## config.mk

```make
export PLATFORM = sky130hd
export DESIGN_NAME = rsaks_arith
export DESIGN_NICKNAME = d
export VERILOG_FILES = /design/src/design/rsaks_pkg.sv /design/src/design/rsaks_arith.sv
export SDC_FILE = /design/constraint.sdc
export NUM_CORES = 2
export LEC_CHECK = 0
export ABC_AREA = 1
export BUFFER_PORTS_ARGS = -buffer_cell sky130_fd_sc_hd__buf_2
export CORE_MARGIN = 2
export CORE_UTILIZATION = 30
export CTS_BUF_LIST = sky130_fd_sc_hd__clkbuf_4 sky130_fd_sc_hd__clkbuf_8
export DETAILED_ROUTE_END_ITERATION = 12
export PLACE_DENSITY = 0.45
export SETUP_SLACK_MARGIN = 0.4
export SYNTH_ARGS = -nofsm -noshare
export SYNTH_HDL_FRONTEND = slang
export SYNTH_SLANG_ARGS = --single-unit
```

## constraint.sdc

```tcl
create_clock -name i_clk -period 8.44 [get_ports i_clk]
set_input_delay 0.422 -clock i_clk [delete_from_list [all_inputs] [get_ports i_clk]]
set_output_delay 0.422 -clock i_clk [all_outputs]
set_load 0.02 [all_outputs]
```

## src/design/rsaks_pkg.sv

```systemverilog
// Shared types and constants for the RSA key setup block.
`timescale 1ns / 1ps
`default_nettype none
package rsaks_pkg;

    // Arithmetic key width; operands and results wrap modulo 2^KEY_W.
    localparam int KEY_W = 128;
    localparam int CNT_W = $clog2(KEY_W);

    typedef logic [KEY_W-1:0] t_key;

    // Operation codes of the shared arithmetic unit.
    typedef enum logic {
        OP_MUL = 1'b0,
        OP_DIV = 1'b1
    } t_op;

    // Result status codes.
    typedef enum logic [1:0] {
        ST_OK      = 2'd0,
        ST_RANGE   = 2'd1,
        ST_COPRIME = 2'd2
    } t_status;

    // Sequencer states.
    typedef enum logic [3:0] {
        S_IDLE,
        S_N_GO,
        S_N_WAIT,
        S_PHI_GO,
        S_PHI_WAIT,
        S_CHECK,
        S_LOOP,
        S_DIV_WAIT,
        S_MUL_GO,
        S_MUL_WAIT,
        S_FINAL,
        S_INV_WAIT,
        S_DONE
    } t_state;

    // Request from the sequencer to the arithmetic unit.
    typedef struct packed {
        logic start;
        t_op  op;
        t_key a;
        t_key b;
    } t_arith_req;

    // Response from the arithmetic unit.
    typedef struct packed {
        logic done;
        t_key lo;
        t_key rem;
    } t_arith_rsp;

endpackage
`default_nettype wire

```

## src/design/rsaks_arith.sv

```systemverilog
// Shared bit-serial multiplier and restoring divider, one bit per cycle.
`timescale 1ns / 1ps
`default_nettype none
module rsaks_arith (
    input  wire logic                 i_clk,
    input  wire logic                 i_rst_n,
    input  wire rsaks_pkg::t_arith_req i_req,
    output rsaks_pkg::t_arith_rsp     o_rsp
);
    import rsaks_pkg::*;

    logic             r_busy, n_busy;
    logic             r_done, n_done;
    t_op              r_op, n_op;
    t_key             r_a, n_a;
    t_key             r_b, n_b;
    t_key             r_acc, n_acc;
    t_key             r_rem, n_rem;
    logic [CNT_W-1:0] r_cnt, n_cnt;
    logic [KEY_W:0]   trial;
    logic [KEY_W:0]   diff;

    // One step of either operation.
    always_comb begin
        n_busy = r_busy;
        n_done = 1'b0;
        n_op   = r_op;
        n_a    = r_a;
        n_b    = r_b;
        n_acc  = r_acc;
        n_rem  = r_rem;
        n_cnt  = r_cnt;
        trial  = {r_rem, r_a[KEY_W-1]};
        diff   = trial - {1'b0, r_b};
        if (i_req.start && !r_busy) begin
            n_busy = 1'b1;
            n_op   = i_req.op;
            n_a    = i_req.a;
            n_b    = i_req.b;
            n_acc  = '0;
            n_rem  = '0;
            n_cnt  = CNT_W'(KEY_W - 1);
        end else if (r_busy) begin
            if (r_op == OP_MUL) begin
                // Shift-add multiply, low KEY_W bits kept.
                if (r_b[0]) begin
                    n_acc = r_acc + r_a;
                end
                n_a = {r_a[KEY_W-2:0], 1'b0};
                n_b = {1'b0, r_b[KEY_W-1:1]};
            end else begin
                // Restoring divide: bring down one dividend bit.
                n_a = {r_a[KEY_W-2:0], 1'b0};
                if (!diff[KEY_W]) begin
                    n_rem = diff[KEY_W-1:0];
                    n_acc = {r_acc[KEY_W-2:0], 1'b1};
                end else begin
                    n_rem = trial[KEY_W-1:0];
                    n_acc = {r_acc[KEY_W-2:0], 1'b0};
                end
            end
            if (r_cnt == '0) begin
                n_busy = 1'b0;
                n_done = 1'b1;
            end else begin
                n_cnt = r_cnt - 1'b1;
            end
        end
    end

    // Control registers.
    always_ff @(posedge i_clk) begin
        if (!i_rst_n) begin
            r_busy <= 1'b0;
            r_done <= 1'b0;
        end else begin
            r_busy <= n_busy;
            r_done <= n_done;
        end
    end

    // Datapath registers.
    always_ff @(posedge i_clk) begin
        r_op  <= n_op;
        r_a   <= n_a;
        r_b   <= n_b;
        r_acc <= n_acc;
        r_rem <= n_rem;
        r_cnt <= n_cnt;
    end

    assign o_rsp.done = r_done;
    assign o_rsp.lo   = r_acc;
    assign o_rsp.rem  = r_rem;

endmodule
`default_nettype wire

```

Word-level counts from Yosys, hierarchy flattened
Index checks and enable logic that the tools add are counted.
{"block": "classes", "n_addsub": 3, "multipliers": 0, "div_mod_pow": 0, "order_cmp": 0, "n_eq_ne": 1, "shift": 0, "muxes": 13, "n_bitwise": 3, "n_reduce_logical": 10}
{"operator": "128-bit two-way mux", "n": 8}
{"operator": "129-bit by 128-bit subtractor with 129-bit output", "n": 1}
{"operator": "128-bit adder", "n": 1}
{"operator": "2-bit AND reduction", "n": 4}
{"operator": "7-bit logical NOT", "n": 1}
{"operator": "7-bit by 1-bit subtractor with 7-bit output (second input constant)", "n": 1}
{"operator": "1-bit two-way mux", "n": 5}
{"operator": "2-bit nonzero test", "n": 2}
{"operator": "1-bit inverter", "n": 3}
{"operator": "3-bit OR reduction", "n": 1}
{"operator": "2-bit by 1-bit != test with 1-bit output (second input constant)", "n": 1}
{"operator": "1-bit logical AND", "n": 1}
{"operator": "1-bit logical NOT", "n": 1}
{"block": "word_totals", "register_bits": 522, "latchBits": 0, "ramBits": 0, "romBits": 0, "memories": 0}

Longest topological paths before layout
{"block": "depth", "ltp_word": 4, "mapped_depth": 24}

Worst setup path after synthesis
No wires, ideal clock.
{"block": "synth_path", "path_type": "reg2reg", "startpoint": "reg r_op", "endpoint": "reg r_b[0] (enable)", "setup_ns": 0.658, "arrival_time_ns": 7.276, "t_required_ns": 7.782, "path_slack_ns": 0.506, "stages_incl_launch_ff": 7, "n_path_buf": 3, "synth_period_minus_slack_ns": 7.934, "cell_sequence": "edfxtp_1 > clkbuf_1 > nand2_1 > inv_1 > clkbuf_1 > buf_2 > a21oi_1"}
{"block": "synth_between", "elab_chain_len": 2}
{"element": "from (decl)", "line": "rsaks_arith.sv:14", "text": "t_op r_op, n_op;"}
{"element": "from (signal assigned)", "line": "rsaks_arith.sv:84", "text": "r_op <= n_op;"}
{"element": "2-bit by 1-bit != test with 1-bit output (no line)"}
{"element": "2-bit AND reduction (no line)"}
{"element": "to (signal assigned)", "line": "rsaks_arith.sv:86", "text": "r_b <= n_b;"}
{"element": "to (decl)", "line": "rsaks_arith.sv:16", "text": "t_key r_b, n_b;"}
Every way passes these cells.
A chain may end at the register's enable or synchronous reset.

Worst setup path in the final report
{"block": "layout_path", "startpoint": "reg r_a[127]", "endpoint": "reg r_rem[70]"}
{"block": "layout_between", "elab_chain_len": 2}
{"element": "from (decl)", "line": "rsaks_arith.sv:15", "text": "t_key r_a, n_a;"}
{"element": "from (signal assigned)", "line": "rsaks_arith.sv:85", "text": "r_a <= n_a;"}
{"element": "129-bit by 128-bit subtractor with 129-bit output", "line": "rsaks_arith.sv:34", "text": "diff = trial - {1'b0, r_b};"}
{"element": "128-bit two-way mux", "line": "rsaks_arith.sv:54", "text": "if (!diff[KEY_W]) begin"}
{"element": "to (signal assigned)", "line": "rsaks_arith.sv:88", "text": "r_rem <= n_rem;"}
{"element": "to (decl)", "line": "rsaks_arith.sv:18", "text": "t_key r_rem, n_rem;"}
Every way passes these cells.

==> results.txt <==
----------------------------------------------------
[Logic synthesis]
  Post-synthesis area per instance ... 5.644 sq um
  Register area share after synthesis ... 26.17%
  Synth Net Count ... 9335
  Seq cells post-synth ... 522
  Ys flop type ... dfxtp_1
  Synth cell types ... 44
  Number of synthesized flops with an enable pin ... 257
  Post-Synthesis Cells ... 8816
  Warnings from Yosys ... 0
  Combined area of all synthesized cells ... 49750 sq um
  Share of flip-flops with an asynchronous set or reset ... 0%

[Worst hold path]
  Tightest Hold Check Type ... in -> reg
  Number of stages on the worst hold path ... 3

[Critical path]
  Worst endpoint required time ... 9.15 ns
  Kind of critical path ... reg -> reg
  R2R depth ... 22
  Worst setup slack for register-to-register paths ... 3.77 ns
  Critical path peak fanout ... 75
  Kind of end point of the critical path ... flop
  Endpoint arrival time on the critical path ... 5.37 ns
  Critical path startpoint category ... flop

[Route]
  Met1 wire length ... 114700 um
  Length of routed met2 wiring ... 127600 um
  Number of vias per cell after detailed routing ... 4.696
  Via total after detailed routing ... 55361
  Detailed-routed wire length on met3 ... 9944 um
  DRC Markers ... 0
  Highest layer used for signal routing ... met4
  ANT nets after route ... 0
  Sum of routed wire length over all layers ... 265100 um
  Number of DRC violations after detailed-routing iteration 0 ... 3807
  Routed length per placed instance ... 22.49 um
  Pre-antenna DRT Iters ... 5

[STA]
  Total count of max-transition violations in the final report ... 0
  Setup TNS ... 0 ns
  Period Utilization, post-route ... 55.29%
  Shortest clock period the worst path allows after layout ... 4.666 ns
  Unrepaired setup endpoints after global routing ... false
  Number of hold-slack violations in the final timing report ... 0
  Achievable frequency ... 0.2143 GHz
  Final-layout worst hold slack ... 0.07817 ns
  Actual slew at the worst max-slew pin ... 1.121 ns
  Setup Skew ... 0.03669 ns
  Worst slew slack as a fraction of its limit ... 25.26%
  Count of endpoints failing setup in the final report ... 0

[Clocking]
  Clock Tree Root ... clkbuf_8
  Max H-tree Level ... 3
  CTS max path bufs ... 3
  Sink Count ... 522
  Clock buffers created by TritonCTS ... 100
  Clock-pin slew of the registers on the worst-case setup and hold paths ... 0.06 ns
  Worst-Skew Late Latency ... 0.89 ns
  Count of hold-fix buffers inserted at cts ... 253
  Count of instances resized after the clock tree is built ... 0
  Post-CTS Setup Repair Bufs ... 0
  Clock tree from TritonCTS ... built

[Layout]
  Area overhead of the layout relative to synthesis ... 18.94%
  Nets ... 10027
  Fraction of final layout cells sized beyond drive strength 1 ... 8.329%
  Post-Layout Cell Count ... 11789
  Post-route cell area ... 59180 sq um
  Most frequent standard cell in the layout excluding fill and tap cells ... nand2_1
  Most frequent cells in the layout ... 3639 x nand2_1, 1808 x inv_1, 673 x nor2_1

[Placement]
  Total instance count after detailed placement ... 11342
  Routability cong. ... 1.053
  # port buffers ... 516
  Cell area after placement ... 54390 sq um
  Estimated wirelength of the detail-placed design ... 223300 um

[Die]
  Die area ... 169100 sq um
  Number of ports placed on the die boundary ... 517
  Starting density of the core ... 30.19%
  Standard cell core area ... 164800 sq um
  Die width ... 411.2 um
  Die Height ... 411.2 um
  FP Rows ... 149

[Power]
  Internal power consumption ... 5.600 mW
  Proportion of power drawn by flip-flops and latches ... 34.0%
  Switching power as a share of total power ... 41.07%
  Switching power of the nets ... 3.903 mW
  Lkg Pwr ... 32.20 nW
  Combinational share of power ... 35.4%
  Worst VDD drop ... 128.4 uV
  Sum of internal, switching and leakage power ... 9.503 mW
  Clock share of power ... 30.6%
  Pwr dens ... 160.6 nW/um^2

[Global route]
  Number of antenna violations at the first check in global routing ... 10
  Maximum number of pins on one net before global-route repair ... 188
  First-pass GRT wire length ... 377100 um
  Total congestion overflow after global routing ... 0
  GRT Overall Usage ... 30.59%
  Via count of the first global-routing pass ... 54635

[Run]
  Max-cap violations ... 0

[Status]
  Status ... completed

----------------------------------------------------
==> worst max-delay path: stages (launching register included) <==
cell and delay (ns):
edfxtp_1 0.39, inv_1 0.16, ha_1 0.27, fa_1 0.40, inv_1 0.11, nand2_1 0.05, nand2_1 0.07, nand3_1 0.09
nand2_2 0.18, nand2_2 0.08, nand2_4 0.09, nand2_2 0.07, nand2_4 0.12, nand2_2 0.06, nand2_2 0.14, nand2_2 0.09
nand2_2 0.08, nand2_2 0.06, nand2_4 0.51, buf_4 0.77, nand2_1 0.14, nand3_1 0.11, a21oi_1 0.07
==> path summary, 6_finish.rpt <==
| check | startpoint | endpoint |
|---|---|---|
| setup / recovery | r_a[127] | r_rem[70] |
| hold / removal | i_req[113] | r_b[113] |
| setup reg to reg | r_a[127] | r_rem[70] |
| hold reg to reg | r_rem[69] | r_rem[69] |
==> power groups by stage <==
stage                     sequential (mW)  combinational, mW  clock, mW
final                                3.23               3.37       2.91
after detailed placement             3.28               3.26          0
after global placement               3.28               3.27          0
after global routing                 3.26               3.73       3.10
after floorplan                      3.29               1.94          0
after CTS                            3.23               3.37       3.00
==> metrics by stage <==
stage,setup slack [ns],util (%)
floorplan,0.5062,-
global placement,3.847,33.01
detailed placement,3.782,33.01
CTS,3.754,35.90
global route,3.464,35.90
finish,3.774,35.91
==> layout make-up <==
type / instances / area, sq um
fill: 18880 / 105600
multi-input combinational: 6274 / 29010
sequential: 522 / 13020
inverter: 1822 / 6849
timing repair buffer: 788 / 5308
tap: 2189 / 2739
clock buffer: 141 / 1747
clock inverter: 46 / 485.5
antenna: 7 / 17.52
==> Yosys cell counts, types with 2 or more instances <==
library cell  instances  area [sq um]
nand2_1            3642         13670
inv_1              1811          6798
nor2_1              674          2530
a21oi_1             532          2663
o21ai_0             382          1912
nand3_1             375          1877
dfxtp_1             265          5305
edfxtp_1            257          7717
ha_1                257          3216
clkbuf_1            153         574.3
xor2_1              102         893.4
o21bai_1             80         600.6
nand4_1              53         331.6
nor3_1               39         195.2
nand2_2              24         150.1
a21oi_2              22         192.7
xnor2_1              17         148.9
buf_6                16         180.2
nand3b_1             14         105.1
nor2_2               14         87.58
and2_1               12         75.07
buf_1                11         41.29
inv_2                 9         33.78
buf_2                 8         40.04
buf_4                 8         60.06
o21a_1                7         52.55
a21o_1                4         30.03
o221ai_1              4         35.03
nand2_4               3         33.78
nor2_4                3         33.78
clkinv_1              2         7.510
fa_1                  2         40.04
o211ai_1              2         15.01
or2_2                 2         12.51
==> layer usage <==
layer	vias to the layer above	GRT usage [%]
li1	28173	-
met1	25552	37.65
met2	1295	53.65
met3	341	3.544
met4	0	12.97
met5	-	0
==> flip-flops by register name, indices dropped and copies added (netlist names) <==
signal	count
r_a	128
r_acc	128
r_b	128
r_rem	128
r_cnt	7
r_busy	1
r_done	1
r_op	1
==> logic make-up after synthesis <==
group                      Yosys count  synth area share, %
and+or+nand+nor                   4859                38.46
buffers and inverters             2020                15.62
AOI/OAI and AO/OA                 1037                11.11
DFF                                522                26.17
adders and majority gates          259                6.543
xor gates and xnor gates           119                2.095
Note: power is estimated with default switching activity, not from simulation.
